File: config.mk
export PLATFORM = sky130hd
export DESIGN_NAME = ipv4_frame_forward_rewriter
export DESIGN_NICKNAME = d
export VERILOG_FILES = /design/src/sv/ipv4fwd_pkg.sv /design/src/sv/ipv4fwd_ram.sv /design/src/sv/ipv4fwd_queue.sv /design/src/sv/ipv4fwd_front.sv /design/src/sv/ipv4fwd_back.sv /design/src/sv/ipv4_frame_forward_rewriter.sv
export SDC_FILE = /design/constraint.sdc
export NUM_CORES = 1
export LEC_CHECK = 0
export ABC_CLOCK_PERIOD_IN_PS = 11000
export BUFFER_PORTS_ARGS = -buffer_cell sky130_fd_sc_hd__buf_4
export CAP_MARGIN = 20
export CORE_MARGIN = 3
export CORE_UTILIZATION = 40
export CTS_CLUSTER_DIAMETER = 120
export DETAILED_ROUTE_END_ITERATION = 16
export PLACE_DENSITY = 0.56
export SLEW_MARGIN = 30
export SYNTH_ARGS = -nofsm -noshare
export SYNTH_HDL_FRONTEND = slang
export SYNTH_SLANG_ARGS = --single-unit
File: constraint.sdc
create_clock -name i_clk -period 11 [get_ports i_clk]
set_clock_uncertainty 0.2 [all_clocks]
set_input_delay 0.55 -clock i_clk [delete_from_list [all_inputs] [get_ports i_clk]]
set_output_delay 0.55 -clock i_clk [all_outputs]
set_load 0.02 [all_outputs]
File: src/sv/ipv4fwd_pkg.sv
`default_nettype none

package ipv4fwd_pkg;

    // Frame layout
    localparam int MAX_IP_HEADER_BYTES = 60;
    localparam int MIN_IP_HEADER_BYTES = 20;
    localparam int MAC_BYTES           = 6;
    localparam int MAC_SPAN            = 12;
    localparam int ETH_HDR             = 14;
    localparam int TTL_OFF             = 8;
    localparam int CSUM_OFF            = 10;

    // Hold store: the MAC pair and the header tail share it
    localparam int HELD_DEPTH = (MAX_IP_HEADER_BYTES - CSUM_OFF > MAC_SPAN) ?
                                (MAX_IP_HEADER_BYTES - CSUM_OFF) : MAC_SPAN;
    localparam int HELD_AW    = $clog2(HELD_DEPTH);
    localparam int HELD_CW    = $clog2(HELD_DEPTH + 1);

    localparam int POS_W   = 7;
    localparam int POS_MAX = 127;
    localparam int HB_W    = $clog2(MAX_IP_HEADER_BYTES + 1);

    localparam int QUEUE_DEPTH = 4;
    localparam int QUEUE_AW    = $clog2(QUEUE_DEPTH);
    localparam int QUEUE_CW    = $clog2(QUEUE_DEPTH + 1);

    // Configuration register indexes
    localparam int CFG_IDX_W = 8;
    localparam logic [CFG_IDX_W-1:0] CFG_OWN_MAC    = 8'd0;
    localparam logic [CFG_IDX_W-1:0] CFG_REWRITE_EN = 8'd1;

    // Back-end command kinds
    typedef logic [1:0] t_cmd_kind;
    localparam t_cmd_kind CMD_BYTE  = 2'd0;  // one byte from value[7:0]
    localparam t_cmd_kind CMD_MAC   = 2'd1;  // held source MAC, then own MAC
    localparam t_cmd_kind CMD_CSUM  = 2'd2;  // checksum, then held header tail
    localparam t_cmd_kind CMD_FLUSH = 2'd3;  // held bytes unchanged

    typedef struct packed {
        t_cmd_kind           kind;
        logic                last;
        logic [15:0]         value;
        logic [HELD_CW-1:0]  count;
    } t_cmd;

    typedef struct packed {
        logic                we;
        logic [HELD_AW-1:0]  addr;
        logic [7:0]          data;
    } t_hold_wr;

endpackage

`default_nettype wire

File: src/sv/ipv4fwd_ram.sv
`default_nettype none

module ipv4fwd_ram #(
    parameter int WIDTH = 8,
    parameter int DEPTH = 64
) (
    input  wire logic                     i_clk,
    input  wire logic                     i_we,
    input  wire logic [$clog2(DEPTH)-1:0] i_waddr,
    input  wire logic [WIDTH-1:0]         i_wdata,
    input  wire logic                     i_re,
    input  wire logic [$clog2(DEPTH)-1:0] i_raddr,
    output logic      [WIDTH-1:0]         o_rdata
);

    logic [WIDTH-1:0] r_mem [DEPTH];
    logic [WIDTH-1:0] r_rdata;

    always_ff @(posedge i_clk) begin
        if (i_we) begin
            r_mem[i_waddr] <= i_wdata;
        end
        if (i_re) begin
            r_rdata <= r_mem[i_raddr];
        end
    end

    assign o_rdata = r_rdata;

endmodule

`default_nettype wire

File: src/sv/ipv4fwd_queue.sv
`default_nettype none

module ipv4fwd_queue (
    input  wire logic              i_clk,
    input  wire logic              i_rst_n,
    input  wire logic              i_push,
    input  wire ipv4fwd_pkg::t_cmd i_cmd,
    output logic                   o_full,
    output logic                   o_empty,
    output ipv4fwd_pkg::t_cmd      o_head,
    input  wire logic              i_pop
);
    import ipv4fwd_pkg::*;

    t_cmd                r_slot [QUEUE_DEPTH];
    logic [QUEUE_AW-1:0] r_wr_ptr, n_wr_ptr;
    logic [QUEUE_AW-1:0] r_rd_ptr, n_rd_ptr;
    logic [QUEUE_CW-1:0] r_count, n_count;
    logic                w_push, w_pop;

    assign o_full  = (r_count == QUEUE_CW'(QUEUE_DEPTH));
    assign o_empty = (r_count == '0);
    assign o_head  = r_slot[r_rd_ptr];
    assign w_push  = i_push && !o_full;
    assign w_pop   = i_pop && !o_empty;

    always_comb begin
        n_wr_ptr = w_push ? r_wr_ptr + QUEUE_AW'(1) : r_wr_ptr;
        n_rd_ptr = w_pop  ? r_rd_ptr + QUEUE_AW'(1) : r_rd_ptr;
        n_count  = r_count;
        if (w_push && !w_pop) begin
            n_count = r_count + QUEUE_CW'(1);
        end else if (w_pop && !w_push) begin
            n_count = r_count - QUEUE_CW'(1);
        end
    end

    always_ff @(posedge i_clk) begin
        if (!i_rst_n) begin
            r_wr_ptr <= '0;
            r_rd_ptr <= '0;
            r_count  <= '0;
        end else begin
            r_wr_ptr <= n_wr_ptr;
            r_rd_ptr <= n_rd_ptr;
            r_count  <= n_count;
        end
    end

    always_ff @(posedge i_clk) begin
        if (w_push) begin
            r_slot[r_wr_ptr] <= i_cmd;
        end
    end

endmodule

`default_nettype wire

File: src/sv/ipv4fwd_front.sv
`default_nettype none

module ipv4fwd_front (
    input  wire logic              i_clk,
    input  wire logic              i_rst_n,
    input  wire logic              i_push,
    output logic                   o_full,
    input  wire logic [7:0]        i_frame_byte,
    input  wire logic              i_frame_end,
    input  wire logic              i_rewrite_en,
    input  wire logic              i_q_full,
    input  wire logic              i_q_empty,
    output logic                   o_q_push,
    output ipv4fwd_pkg::t_cmd      o_cmd,
    output ipv4fwd_pkg::t_hold_wr  o_hold_wr
);
    import ipv4fwd_pkg::*;

    logic [POS_W-1:0]   r_pos, n_pos;
    logic [HB_W-1:0]    r_hb, n_hb;
    logic [15:0]        r_sum, n_sum;
    logic [7:0]         r_pend, n_pend;
    logic [HELD_CW-1:0] r_cnt, n_cnt;
    logic               r_mode, n_mode;

    logic               w_mode, w_hold_phase, w_accept;
    logic [POS_W-1:0]   w_off;
    logic [7:0]         w_hl8;
    logic [HB_W-1:0]    w_hl, w_hb;
    logic [7:0]         w_v;
    logic [16:0]        w_sum_raw;
    logic [15:0]        w_sum_add;
    logic [HELD_CW-1:0] w_cnt_inc;

    // The mode is latched on the first byte of a frame
    assign w_mode = (r_pos == '0) ? i_rewrite_en : r_mode;
    assign w_off  = r_pos - POS_W'(ETH_HDR);

    // Hold writes wait until the back end has no reader left on the store
    assign w_hold_phase = w_mode && ((r_pos < POS_W'(MAC_SPAN)) ||
                          ((r_pos >= POS_W'(ETH_HDR + CSUM_OFF)) && (w_off < POS_W'(r_hb))));
    assign o_full   = i_q_full || (w_hold_phase && !i_q_empty);
    assign w_accept = i_push && !o_full;

    always_comb begin
        w_hl8 = {2'b00, i_frame_byte[3:0], 2'b00};
        if (w_hl8 < 8'(MIN_IP_HEADER_BYTES)) begin
            w_hl8 = 8'(MIN_IP_HEADER_BYTES);
        end else if (w_hl8 > 8'(MAX_IP_HEADER_BYTES)) begin
            w_hl8 = 8'(MAX_IP_HEADER_BYTES);
        end
    end

    assign w_hl      = HB_W'(w_hl8);
    assign w_hb      = (w_off == '0) ? w_hl : r_hb;
    assign w_v       = (w_off == POS_W'(TTL_OFF)) ? i_frame_byte - 8'd1 : i_frame_byte;
    assign w_sum_raw = {1'b0, r_sum} + {1'b0, r_pend, w_v};
    assign w_sum_add = w_sum_raw[16] ? w_sum_raw[15:0] + 16'd1 : w_sum_raw[15:0];
    assign w_cnt_inc = r_cnt + HELD_CW'(1);

    always_comb begin
        n_pos          = r_pos;
        n_hb           = r_hb;
        n_sum          = r_sum;
        n_pend         = r_pend;
        n_cnt          = r_cnt;
        n_mode         = r_mode;
        o_q_push       = 1'b0;
        o_cmd.kind     = CMD_BYTE;
        o_cmd.last     = i_frame_end;
        o_cmd.value    = {8'h00, i_frame_byte};
        o_cmd.count    = w_cnt_inc;
        o_hold_wr.we   = 1'b0;
        o_hold_wr.addr = r_cnt[HELD_AW-1:0];
        o_hold_wr.data = w_v;

        if (w_accept) begin
            n_pos = (r_pos == POS_W'(POS_MAX)) ? r_pos : r_pos + POS_W'(1);
            if (r_pos == '0) begin
                n_mode = i_rewrite_en;
            end

            if (!w_mode) begin
                o_q_push = 1'b1;
            end else if (r_pos < POS_W'(MAC_SPAN)) begin
                o_hold_wr.we = 1'b1;
                if (r_pos == POS_W'(MAC_SPAN - 1)) begin
                    o_q_push   = 1'b1;
                    o_cmd.kind = CMD_MAC;
                    n_cnt      = '0;
                end else begin
                    n_cnt = w_cnt_inc;
                    if (i_frame_end) begin
                        o_q_push   = 1'b1;
                        o_cmd.kind = CMD_FLUSH;
                    end
                end
            end else if (r_pos < POS_W'(ETH_HDR)) begin
                o_q_push = 1'b1;
            end else begin
                if (w_off == '0) begin
                    n_hb = w_hl;
                end
                if (w_off < POS_W'(w_hb)) begin
                    // Checksum word itself is summed as zero
                    if ((w_off != POS_W'(CSUM_OFF)) && (w_off != POS_W'(CSUM_OFF + 1))) begin
                        if (!w_off[0]) begin
                            n_pend = w_v;
                        end else begin
                            n_sum = w_sum_add;
                        end
                    end
                    if (w_off < POS_W'(CSUM_OFF)) begin
                        o_q_push    = 1'b1;
                        o_cmd.value = {8'h00, w_v};
                    end else begin
                        o_hold_wr.we = 1'b1;
                        if (w_off == POS_W'(w_hb) - POS_W'(1)) begin
                            o_q_push    = 1'b1;
                            o_cmd.kind  = CMD_CSUM;
                            o_cmd.value = ~w_sum_add;
                            n_cnt       = '0;
                        end else begin
                            n_cnt = w_cnt_inc;
                            if (i_frame_end) begin
                                o_q_push   = 1'b1;
                                o_cmd.kind = CMD_FLUSH;
                            end
                        end
                    end
                end else begin
                    o_q_push = 1'b1;
                end
            end

            if (i_frame_end) begin
                n_pos  = '0;
                n_hb   = HB_W'(MIN_IP_HEADER_BYTES);
                n_sum  = '0;
                n_pend = '0;
                n_cnt  = '0;
                n_mode = 1'b0;
            end
        end
    end

    always_ff @(posedge i_clk) begin
        if (!i_rst_n) begin
            r_pos  <= '0;
            r_hb   <= HB_W'(MIN_IP_HEADER_BYTES);
            r_sum  <= '0;
            r_pend <= '0;
            r_cnt  <= '0;
            r_mode <= 1'b0;
        end else begin
            r_pos  <= n_pos;
            r_hb   <= n_hb;
            r_sum  <= n_sum;
            r_pend <= n_pend;
            r_cnt  <= n_cnt;
            r_mode <= n_mode;
        end
    end

endmodule

`default_nettype wire

File: src/sv/ipv4fwd_back.sv
`default_nettype none

module ipv4fwd_back (
    input  wire logic                               i_clk,
    input  wire logic                               i_rst_n,
    input  wire ipv4fwd_pkg::t_cmd                  i_head,
    input  wire logic                               i_q_empty,
    output logic                                    o_q_pop,
    input  wire logic [47:0]                        i_own_mac,
    output logic                                    o_ram_re,
    output logic [ipv4fwd_pkg::HELD_AW-1:0]         o_ram_raddr,
    input  wire logic [7:0]                         i_ram_rdata,
    output logic                                    o_empty,
    input  wire logic                               i_pop,
    output logic [7:0]                              o_out_byte,
    output logic                                    o_out_end
);
    import ipv4fwd_pkg::*;

    logic [HELD_CW-1:0] r_idx;
    logic               r_b_valid, r_b_ram, r_b_end;
    logic [7:0]         r_b_byte;
    logic               r_out_valid, r_out_end;
    logic [7:0]         r_out_byte;

    logic               w_adv_out, w_adv_b, w_issue;
    logic               w_el_last, w_el_ram;
    logic [7:0]         w_el_byte, w_mac_byte;
    logic [HELD_AW-1:0] w_el_addr;
    logic [2:0]         w_mac_k;
    logic               w_cnt_last;

    assign w_adv_out  = !r_out_valid || i_pop;
    assign w_adv_b    = !r_b_valid || w_adv_out;
    assign w_issue    = !i_q_empty && w_adv_b;
    assign w_cnt_last = (r_idx == i_head.count - HELD_CW'(1));
    assign w_mac_k    = 3'(r_idx - HELD_CW'(MAC_BYTES));

    always_comb begin
        case (w_mac_k)
            3'd0:    w_mac_byte = i_own_mac[47:40];
            3'd1:    w_mac_byte = i_own_mac[39:32];
            3'd2:    w_mac_byte = i_own_mac[31:24];
            3'd3:    w_mac_byte = i_own_mac[23:16];
            3'd4:    w_mac_byte = i_own_mac[15:8];
            default: w_mac_byte = i_own_mac[7:0];
        endcase
    end

    // Expand the head command into one byte per step
    always_comb begin
        w_el_ram  = 1'b0;
        w_el_byte = i_head.value[7:0];
        w_el_addr = r_idx[HELD_AW-1:0];
        w_el_last = 1'b1;
        unique case (i_head.kind)
            CMD_BYTE: begin
                w_el_last = 1'b1;
            end
            CMD_MAC: begin
                w_el_last = (r_idx == HELD_CW'(MAC_SPAN - 1));
                if (r_idx < HELD_CW'(MAC_BYTES)) begin
                    w_el_ram  = 1'b1;
                    w_el_addr = HELD_AW'(r_idx + HELD_CW'(MAC_BYTES));
                end else begin
                    w_el_byte = w_mac_byte;
                end
            end
            CMD_CSUM: begin
                w_el_last = w_cnt_last;
                if (r_idx == '0) begin
                    w_el_byte = i_head.value[15:8];
                end else if (r_idx == HELD_CW'(1)) begin
                    w_el_byte = i_head.value[7:0];
                end else begin
                    w_el_ram = 1'b1;
                end
            end
            CMD_FLUSH: begin
                w_el_last = w_cnt_last;
                w_el_ram  = 1'b1;
            end
            default: begin
                w_el_last = 1'b1;
            end
        endcase
    end

    assign o_q_pop     = w_issue && w_el_last;
    assign o_ram_re    = w_issue && w_el_ram;
    assign o_ram_raddr = w_el_addr;

    always_ff @(posedge i_clk) begin
        if (!i_rst_n) begin
            r_idx       <= '0;
            r_b_valid   <= 1'b0;
            r_out_valid <= 1'b0;
        end else begin
            if (w_issue) begin
                r_idx <= w_el_last ? '0 : r_idx + HELD_CW'(1);
            end
            if (w_adv_b) begin
                r_b_valid <= w_issue;
            end
            if (w_adv_out) begin
                r_out_valid <= r_b_valid;
            end
        end
    end

    always_ff @(posedge i_clk) begin
        if (w_adv_b) begin
            r_b_ram  <= w_el_ram;
            r_b_byte <= w_el_byte;
            r_b_end  <= w_el_last && i_head.last;
        end
        if (w_adv_out) begin
            r_out_byte <= r_b_ram ? i_ram_rdata : r_b_byte;
            r_out_end  <= r_b_end;
        end
    end

    assign o_empty    = !r_out_valid;
    assign o_out_byte = r_out_byte;
    assign o_out_end  = r_out_end;

endmodule

`default_nettype wire

File: src/sv/ipv4_frame_forward_rewriter.sv
// IPv4 forwarding rewriter: one frame byte per item in, one byte per item out.
// Input channel: push/full; a byte is taken on an edge with push high and full
// low. Result channel: empty/pop; the oldest byte sits on o_out_byte/o_out_end
// while empty is low and leaves on an edge with pop high.
// Configuration: i_cfg_valid/o_cfg_ready (ready is always high), i_cfg_index
// selects own_mac (0) or rewrite_enable (1); other indexes are ignored.
// A pass-through byte is held in the command queue, r_b and r_out in turn.
// Pass-through frames move one byte per cycle on both sides while pop is high.
// Destination/source MAC bytes are collected over 12 items and then leave as a
// burst of 12; IP header bytes from the checksum field on are collected until
// the header ends and then leave as a burst of up to 50. While such a group is
// being collected, full stays high whenever a command still waits in the
// queue; full also rises when the 4-entry command queue fills, so a rewritten
// frame takes extra input cycles while these bursts drain.
// A stalled receiver holds the output byte; the queue absorbs a few commands
// and then full holds the sender. Reset empties the pipeline, clears the frame
// state and both configuration registers; the hold store needs no clearing.
`default_nettype none

module ipv4_frame_forward_rewriter (
    input  wire logic                              i_clk,
    input  wire logic                              i_rst_n,
    input  wire logic                              push,
    output logic                                   full,
    input  wire logic [7:0]                        i_frame_byte,
    input  wire logic                              i_frame_end,
    output logic                                   empty,
    input  wire logic                              pop,
    output logic [7:0]                             o_out_byte,
    output logic                                   o_out_end,
    input  wire logic                              i_cfg_valid,
    output logic                                   o_cfg_ready,
    input  wire logic [ipv4fwd_pkg::CFG_IDX_W-1:0] i_cfg_index,
    input  wire logic [47:0]                       i_cfg_data
);
    import ipv4fwd_pkg::*;

    // Configuration registers
    logic [47:0]        r_own_mac;
    logic               r_rewrite_en;

    // Front end to queue and hold store, queue to back end
    logic               w_q_push, w_q_full, w_q_empty, w_q_pop;
    t_cmd               w_cmd, w_head;
    t_hold_wr           w_hold_wr;

    // Back end to hold store
    logic               w_ram_re;
    logic [HELD_AW-1:0] w_ram_raddr;
    logic [7:0]         w_ram_rdata;

    assign o_cfg_ready = 1'b1;

    always_ff @(posedge i_clk) begin
        if (!i_rst_n) begin
            r_own_mac    <= '0;
            r_rewrite_en <= 1'b0;
        end else if (i_cfg_valid && o_cfg_ready) begin
            if (i_cfg_index == CFG_OWN_MAC) begin
                r_own_mac <= i_cfg_data;
            end else if (i_cfg_index == CFG_REWRITE_EN) begin
                r_rewrite_en <= i_cfg_data[0];
            end
        end
    end

    // Classify each byte, collect held bytes, issue output commands
    ipv4fwd_front u_front (
        .i_clk        (i_clk),
        .i_rst_n      (i_rst_n),
        .i_push       (push),
        .o_full       (full),
        .i_frame_byte (i_frame_byte),
        .i_frame_end  (i_frame_end),
        .i_rewrite_en (r_rewrite_en),
        .i_q_full     (w_q_full),
        .i_q_empty    (w_q_empty),
        .o_q_push     (w_q_push),
        .o_cmd        (w_cmd),
        .o_hold_wr    (w_hold_wr)
    );

    // Decouple the two halves
    ipv4fwd_queue u_queue (
        .i_clk   (i_clk),
        .i_rst_n (i_rst_n),
        .i_push  (w_q_push),
        .i_cmd   (w_cmd),
        .o_full  (w_q_full),
        .o_empty (w_q_empty),
        .o_head  (w_head),
        .i_pop   (w_q_pop)
    );

    // Held MAC and header bytes
    ipv4fwd_ram #(
        .WIDTH (8),
        .DEPTH (HELD_DEPTH)
    ) u_hold (
        .i_clk   (i_clk),
        .i_we    (w_hold_wr.we),
        .i_waddr (w_hold_wr.addr),
        .i_wdata (w_hold_wr.data),
        .i_re    (w_ram_re),
        .i_raddr (w_ram_raddr),
        .o_rdata (w_ram_rdata)
    );

    // Expand commands into output bytes
    ipv4fwd_back u_back (
        .i_clk       (i_clk),
        .i_rst_n     (i_rst_n),
        .i_head      (w_head),
        .i_q_empty   (w_q_empty),
        .o_q_pop     (w_q_pop),
        .i_own_mac   (r_own_mac),
        .o_ram_re    (w_ram_re),
        .o_ram_raddr (w_ram_raddr),
        .i_ram_rdata (w_ram_rdata),
        .o_empty     (empty),
        .i_pop       (pop),
        .o_out_byte  (o_out_byte),
        .o_out_end   (o_out_end)
    );

endmodule

`default_nettype wire

==> key figures, run 1 <==
Global routing
  • Largest net degree at the start of global routing: 105
  • Vias in the first global route: 16,231
  • GRT Util Overall: 17.82%
  • First-pass GRT wire length: 99,980 um
  • Grt ovf: 0
  • Initial antenna violation count: 1

Cells and area
  • Most frequent cells in the layout: edfxtp_1 (527), nand2_1 (182), mux4_2 (153), dfxtp_1 (109), nor2_1 (103)
  • Share of layout cells above drive strength 1: 21.04%
  • Total area of sequential cells: 0.01803 mm^2
  • Leading cell type in the layout, fill and taps excluded: edfxtp_1
  • ANT cells: 0
  • Nets: 2,092
  • Multi-input gate area: 0.009624 mm^2
  • Layout area overhead: 14.40%
  • FILL cells: 5,965

Yosys
  • Synth Area per Inst: 15.03 um^2
  • Synth Area in XOR/XNOR: 2.055%
  • Synth Instances: 1,871
  • Seq cells post-synth: 637
  • Post-synth EDFFs: 527
  • Largest family of logic cells by synthesized area: multiplexers
  • Sequential share of the synthesized area: 64.10%
  • Simple-Gate Fraction of Synth Area: 8.519%
  • Yosys warning count: 0
  • Prevailing post-synth register cell: edfxtp_1
  • Synth unique cells: 76
  • Synth async-reset ratio: 0%
  • Post-Synth Adder-Cell Area: 2.678%
  • Mapped Nets: 2,000
  • Multiplexer share of the synthesized area: 13.88%
  • Synth Area in Compound Gates: 6.602%
  • Cell Area, Synth: 0.02813 mm^2

Route
  • Iter 0 DRT Violations: 1,360
  • Detailed Route WL: 65,510 um
  • Detailed Routing Iterations Pass 1: 7
  • Drc violations: 0
  • Via density per instance: 5.464
  • Wire per inst: 22.24 um
  • Vias: 16,096
  • Post-DRT Antenna Nets: 0

Critical path
  • CP delay by family, top: simple AND/OR/NAND/NOR gates
  • CP Max Fanout: 10
  • Worst path cell trace: ha_1 > a21oi_1 > mux2i_1 > nor4_2 > nand2b_1 > nor3_1 > xnor2_1 > clkinv_1 > ha_1 > a21oi_1 > a21oi_1 > o211ai_1 > nand2_1 > o311ai_0 > nand4_1 > nor4_1 > xor2_1 > nor2_1
  • Cells on worst reg2reg path: 18
  • Worst path most repeated cell: a21oi_1
  • Worst path depth: 18
  • CP required: 11.19 ns
  • Crit path capture type: flop
  • Startpoint types: flop
  • Crit path kind: flop to flop
  • Crit path buf inv count: 1
  • Slowest stage delay, CP: 0.87 ns
  • CP Data Arrival Time: 6.82 ns
  • CP max-delay cell: nor4_2

Clocking
  • Clock Tree Buf Depth: 3
  • H-tree Lvls: 3
  • Setup bufs post-CTS: 0
  • Worst skew pair latency: 0.59 ns
  • CTS sink cnt: 637
  • CTS tree: built
  • Root buffer cell: clkbuf_16
  • CTS clk-pin slew, worst paths: 0.06 ns
  • CTS buffer count: 68

Worst hold path
  • Hold Crit Depth: 3
  • Hold crit path type: primary input to flop

Timing
  • Fin Setup TNS: 0 ns
  • WHS: 0.03145 ns
  • Endpoints failing hold: 0
  • Period minus WS final: 6.630 ns
  • Setup-failing EPs final: 0
  • Unrepaired setup endpoints after global routing: no
  • Slew Viols, Final: 0
  • Final cycle utilization of the critical path: 60.27%
  • PnR worst setup slack: 4.370 ns
  • Tightest Pin Transition: 0.9941 ns
  • Fmax: 150.8 MHz
  • Rel. slew slack: 33.48%

Floorplanning
  • Core Box Area: 0.06907 mm^2
  • Die area: 0.07353 mm^2
  • Die Wd: 271.2 um
  • Std cell rows: 96
  • Die Ht: 271.2 um
  • Initial core utilization: 40.72%
  • Ports: 82

Job
  • Max-Cap Viols: 0

Placement
  • Post-detail-place hpwl: 42,720 um
  • Port bufs: 80
  • Placer Congestion: 0.8794
  • Pre-CTS WS: 4.584 ns

Power
  • Max VDD drop: 0.1376 mV
  • Net Sw Power: 1832 uW
  • Internal Power: 4796 uW
  • Reg power frac: 42.4%
  • Combinational power share: 23.5%
  • P per Cell Area: 206.0 mW/mm^2
  • Leakage: 0.01067 uW
  • Clock share of power: 34.1%
  • Switch share: 27.64%

Status
  • Outcome: finished, final reports clean
## cell families (layout without fill, tap and decap cells)
| group | count (synthesis) | count (layout) |
|---|---|---|
| AO/OA/AOI/OAI | 264 | 264 |
| XOR/XNOR | 63 | 63 |
| adder cells (fa/ha/maj) | 59 | 59 |
| buffers and inverters | 152 | 296 |
| flip-flops | 637 | 637 |
| multiplexers | 196 | 196 |
| other | 1 | 1 |
| AND/OR/NAND/NOR | 499 | 499 |
## worst register-to-register path, cell delays in order (launching register included)
cell      delay (ns)
dfxtp_1         0.53
ha_1            0.39
a21oi_1         0.18
mux2i_1         0.30
nor4_2          0.88
nand2b_1        0.19
nor3_1          0.22
xnor2_1         0.20
clkinv_1        0.17
ha_1            0.35
a21oi_1         0.24
a21oi_1         0.14
o211ai_1        0.23
nand2_1         0.13
o311ai_0        0.78
nand4_1         0.31
nor4_1          0.63
xor2_1          0.13
nor2_1          0.25
## flip-flops by register name (all words and copies together), names as in the netlist, 7 cells and up, named ones only
| signal | flops |
|---|---|
| u_queue.r_slot | 100 |
| u_back.o_out_byte | 8 |
| u_back.r_b_byte | 8 |
| r_own_mac | 48 |
| u_front.r_pos | 7 |
| u_hold.r_mem | 400 |
| u_hold.o_rdata | 8 |
| u_front.r_pend | 8 |
| u_front.r_sum | 16 |
## path summary, 6_finish.rpt
check                        start                    end  slack (ns)
setup / recovery  u_front.r_pos[2]  u_queue.r_slot[3][21]        4.37
hold / removal      i_cfg_data[47]          r_own_mac[47]        0.03
setup reg to reg  u_front.r_pos[2]  u_queue.r_slot[3][21]        4.37
hold reg to reg     u_back.r_b_end       u_back.o_out_end        0.22
## cell type report
type,count,share of cell area (%)
Clock inverter,27,0.9683
Tap cell,931,3.620
Clock buffer,95,5.802
Sequential cell,637,56.03
Multi-Input combinational cell,1082,29.91
Timing Repair Buffer,120,3.018
Inverter,54,0.6455
## metal layers
metal / wire length (um) / track usage [%] / part of all wire [%]
met1: 29210 / 24.87 / 45
met2: 31260 / 28.50 / 48
met3: 3287 / 3.465 / 5.0
met4: 1749 / 5.267 / 2.7
met5: 0 / 0 / 0
## synth_stat cells, types with 9 or more instances
| cell type | instances | share of area [%] |
|---|---|---|
| and3_1 | 9 | 0.20 |
| o22ai_1 | 9 | 0.20 |
| nor4_1 | 15 | 0.33 |
| nand4_1 | 9 | 0.20 |
| clkbuf_1 | 75 | 1.0 |
| nand2b_1 | 9 | 0.20 |
| inv_1 | 50 | 0.67 |
| o21a_1 | 10 | 0.27 |
| o211ai_1 | 10 | 0.27 |
| mux4_2 | 153 | 12 |
| mux2i_1 | 20 | 0.71 |
| mux2_2 | 21 | 0.84 |
| nor2_1 | 120 | 1.6 |
| and2_1 | 17 | 0.38 |
| a21oi_1 | 45 | 0.80 |
| xnor2_1 | 33 | 1.0 |
| buf_1 | 14 | 0.19 |
| edfxtp_1 | 527 | 56 |
| nand3_1 | 24 | 0.43 |
| dfxtp_1 | 110 | 7.8 |
| o21ai_0 | 37 | 0.66 |
| or3_1 | 10 | 0.22 |
| nor2b_1 | 35 | 0.78 |
| or2_2 | 12 | 0.27 |
| nor3_1 | 21 | 0.37 |
| xor2_1 | 28 | 0.87 |
| nand2_1 | 182 | 2.4 |
| a21boi_0 | 68 | 1.8 |
| ha_1 | 57 | 2.5 |
| nand3b_1 | 10 | 0.27 |
| a21o_1 | 11 | 0.29 |
## what timing repair did
action                    4_1_cts  5_1_grt
hold buffers                   17        0
gates resized for setup         0        0
hold endpoints to repair       17        0
## power groups by stage
stage / clock network (uW) / logic [uW] / registers, uW
2_1_floorplan: 0 / 1060 / 2850
3_3_place_gp: 0 / 1570 / 2860
3_5_place_dp: 0 / 1580 / 2870
4_1_cts: 2310 / 1590 / 2810
5_1_grt: 2400 / 1670 / 2820
6_report: 2260 / 1560 / 2810
## per-stage QoR
step / area, um^2 / std cells / power, uW / utilization, %
floorplan: 28130 / 1871 / 3918 / -
global placement: 29740 / 2806 / 4430 / 43.06
detailed placement: 29800 / 2807 / 4441 / 43.15
CTS: 32150 / 2946 / 6709 / 46.55
global route: 32170 / 2946 / 6897 / 46.59
finish: 32170 / 2946 / 6628 / 46.59
Note: power is estimated with default switching activity, not from simulation.
==> run 2, diff against run 1 <==
--- a/config.mk
+++ b/config.mk
@@ -5,14 +5,14 @@
 export SDC_FILE = /design/constraint.sdc
 export NUM_CORES = 1
 export LEC_CHECK = 0
-export ABC_CLOCK_PERIOD_IN_PS = 11000
+export ABC_CLOCK_PERIOD_IN_PS = 5900
 export BUFFER_PORTS_ARGS = -buffer_cell sky130_fd_sc_hd__buf_4
 export CAP_MARGIN = 20
 export CORE_MARGIN = 3
 export CORE_UTILIZATION = 40
 export CTS_CLUSTER_DIAMETER = 120
 export DETAILED_ROUTE_END_ITERATION = 16
-export PLACE_DENSITY = 0.56
+export PLACE_DENSITY = 0.58
 export SLEW_MARGIN = 30
 export SYNTH_ARGS = -nofsm -noshare
 export SYNTH_HDL_FRONTEND = slang
==> constraint.sdc (replaced) <==
create_clock -name i_clk -period 5.9 [get_ports i_clk]
set_clock_uncertainty 0.2 [all_clocks]
set_input_delay 0.295 -clock i_clk [delete_from_list [all_inputs] [get_ports i_clk]]
set_output_delay 0.295 -clock i_clk [all_outputs]
set_load 0.02 [all_outputs]
==> key figures, run 2 (synthesized netlist as in run 1, its figures left out) <==
Placement
  • Port bufs: 80
  • Post-detail-place hpwl: 43,790 um
  • Placer Congestion: 0.8574

Clocking
  • CTS tree: built
  • CTS buffer count: 68
  • H-tree Lvls: 3
  • Root buffer cell: clkbuf_16
  • CTS sink cnt: 637
  • Worst skew pair latency: 0.61 ns
  • Clock Tree Buf Depth: 3
  • CTS clk-pin slew, worst paths: 0.06 ns

Global routing
  • Met3 Resource Use GR: 2.934%
  • Largest net degree at the start of global routing: 97
  • GRT Util Overall: 18.55%
  • Grt ovf: 0
  • Global route hottest layer: met2
  • Grt met1 use: 25.47%
  • Initial antenna violation count: 0
  • Vias in the first global route: 16,978
  • GR Util met2: 30.37%
  • First-pass GRT wire length: 104,200 um

Critical path
  • Crit path kind: flop to flop
  • CP max-delay cell: dfxtp_1
  • CP required: 6.03 ns
  • Slowest stage delay, CP: 0.45 ns
  • Startpoint types: flop
  • Worst path cell trace: inv_1 > ha_1 > nand2b_1 > nor4_4 > buf_4 > nand4b_1 > xnor2_4 > ha_1 > a21o_1 > a211o_1 > o21ai_0 > a31oi_2 > o2111ai_2 > or2_2 > xor2_1 > mux2i_1 > mux2_1
  • Worst path most repeated cell: ha_1
  • CP Max Fanout: 9
  • CP Data Arrival Time: 5.64 ns
  • CP delay by family, top: compound AO/OA/AOI/OAI gates
  • Crit path capture type: flop
  • Crit path buf inv count: 2

Timing
  • Final cycle utilization of the critical path: 93.38%
  • Unrepaired setup endpoints after global routing: no
  • Fmax: 181.5 MHz
  • Setup-failing EPs final: 0
  • Endpoints failing hold: 0
  • Period minus WS final: 5.509 ns
  • Fin Setup TNS: 0 ns
  • Tightest Pin Transition: 0.9799 ns
  • Slew Viols, Final: 0
  • Rel. slew slack: 34.52%

Route
  • Drc violations: 0
  • Post-DRT Antenna Nets: 0
  • Detailed Route WL: 68,390 um
  • Detailed Routing Iterations Pass 1: 8
  • Vias: 16,691
  • Iter 0 DRT Violations: 1,396
  • Wire per inst: 22.35 um
  • Via density per instance: 5.455

Cells and area
  • Layout area overhead: 17.80%
  • Most frequent cells in the layout: edfxtp_1 (527), nand2_1 (182), buf_4 (156), mux4_2 (153), nor2_1 (118)
  • Share of layout cells above drive strength 1: 22.22%
  • ANT cells: 0
  • Leading cell type in the layout, fill and taps excluded: edfxtp_1
  • Top Registers: u_hold.r_mem: 400 flops, u_queue.r_slot: 100 flops, r_own_mac: 48 flops
  • Number of flip-flops in the largest register: 400
  • Nets: 2,203
  • FILL cells: 5,939
  • Total area of sequential cells: 0.01803 mm^2
  • Biggest register: u_hold.r_mem
  • Multi-input gate area: 0.009643 mm^2

Floorplanning
  • Initial core utilization: 40.72%
  • Die Ht: 271.2 um
  • Core Box Area: 0.06907 mm^2
  • Std cell rows: 96
  • Ports: 82
  • Die Wd: 271.2 um
  • Die area: 0.07353 mm^2

Power
  • P per Cell Area: 373.2 mW/mm^2
  • Tot Pwr: 12,370 uW
  • Max VDD drop: 0.2936 mV
  • Leakage: 0.01125 uW

Status
  • Outcome: finished, final reports clean

Job
  • Max-Cap Viols: 0

Worst hold path
  • Hold crit path type: primary input to flop
==> run 2: cell types whose count changed in the layout (fill, tap and decap cells not counted), moves of 3 or more <==
cell,change
buf_4,+56
bufinv_16,-3
clkbuf_1,-7
clkbuf_16,-3
clkbuf_8,+3
clkinv_8,+3
clkinvlp_4,+4
dlygate4sd3_1,+57
nor2_1,+15
nor2_2,-15
==> run 2: what timing repair did <==
| item | in CTS | in global routing |
|---|---|---|
| hold buffers | 74 | 0 |
| endpoints found under the setup margin | 0 | 9 |
| resized for setup | 0 | 2 |
| hold endpoints to repair | 70 | 0 |
| buffers inserted | 0 | 0 |
==> run 2: power by group <==
group / leakage [uW] / internal (uW) / switching (uW)
logic: 0.00452 / 1360 / 1630
registers: 0.00569 / 5130 / 124
clock network: 0.00104 / 2330 / 1790
total: 0.0112 / 8830 / 3540
==> run 2: routing by layer <==
layer,wire length (um),up-vias
met2,32950,457
met4,1922,0
met1,30040,8518
met5,0,-
met3,3473,112
li1,-,7604
==> run 2: path summary, 6_finish.rpt <==
check	slack [ns]	cells after the start	from	endpoint
max	0.39	17	u_front.r_pos[1]	u_queue.r_slot[1][12]
min	0.04	2	i_frame_byte[5]	u_queue.r_slot[3][11]
max reg2reg	0.39	17	u_front.r_pos[1]	u_queue.r_slot[1][12]
min reg2reg	0.23	0	u_back.r_b_end	u_back.o_out_end
==> run 2: final cells by class <==
class	count	share of cell area, %
multi-input cells	1082	29.10
clock inverters	37	1.054
flip-flops and latches	637	54.41
repair buffers	231	5.831
clock buffers	88	5.453
inverters	54	0.6269
well taps	931	3.516
==> run 2: worst reg2reg max path, stage by stage, from the launching register on <==
cell       delay (ns)
dfxtp_1          0.45
inv_1            0.19
ha_1             0.41
nand2b_1         0.26
nor4_4           0.24
buf_4            0.22
nand4b_1         0.26
xnor2_4          0.22
ha_1             0.34
a21o_1           0.22
a211o_1          0.28
o21ai_0          0.40
a31oi_2          0.24
o2111ai_2        0.38
or2_2            0.22
xor2_1           0.21
mux2i_1          0.11
mux2_1           0.38
==> run 2: metrics by stage <==
| stage | area, um^2 | util, % | hold WS, ns | std cells | setup WS [ns] |
|---|---|---|---|---|---|
| after floorplan | 28190 | - | 0.1939 | 1871 | 0.02841 |
| after global placement | 30200 | 43.72 | 0.2053 | 2861 | 0.5144 |
| after detailed placement | 30210 | 43.74 | 0.2136 | 2861 | 0.3526 |
| after CTS | 33110 | 47.93 | 0.0006673 | 3060 | 0.3216 |
| after global routing | 33130 | 47.97 | 0.04861 | 3060 | 0.02244 |
| final | 33130 | 47.97 | 0.03699 | 3060 | 0.3906 |
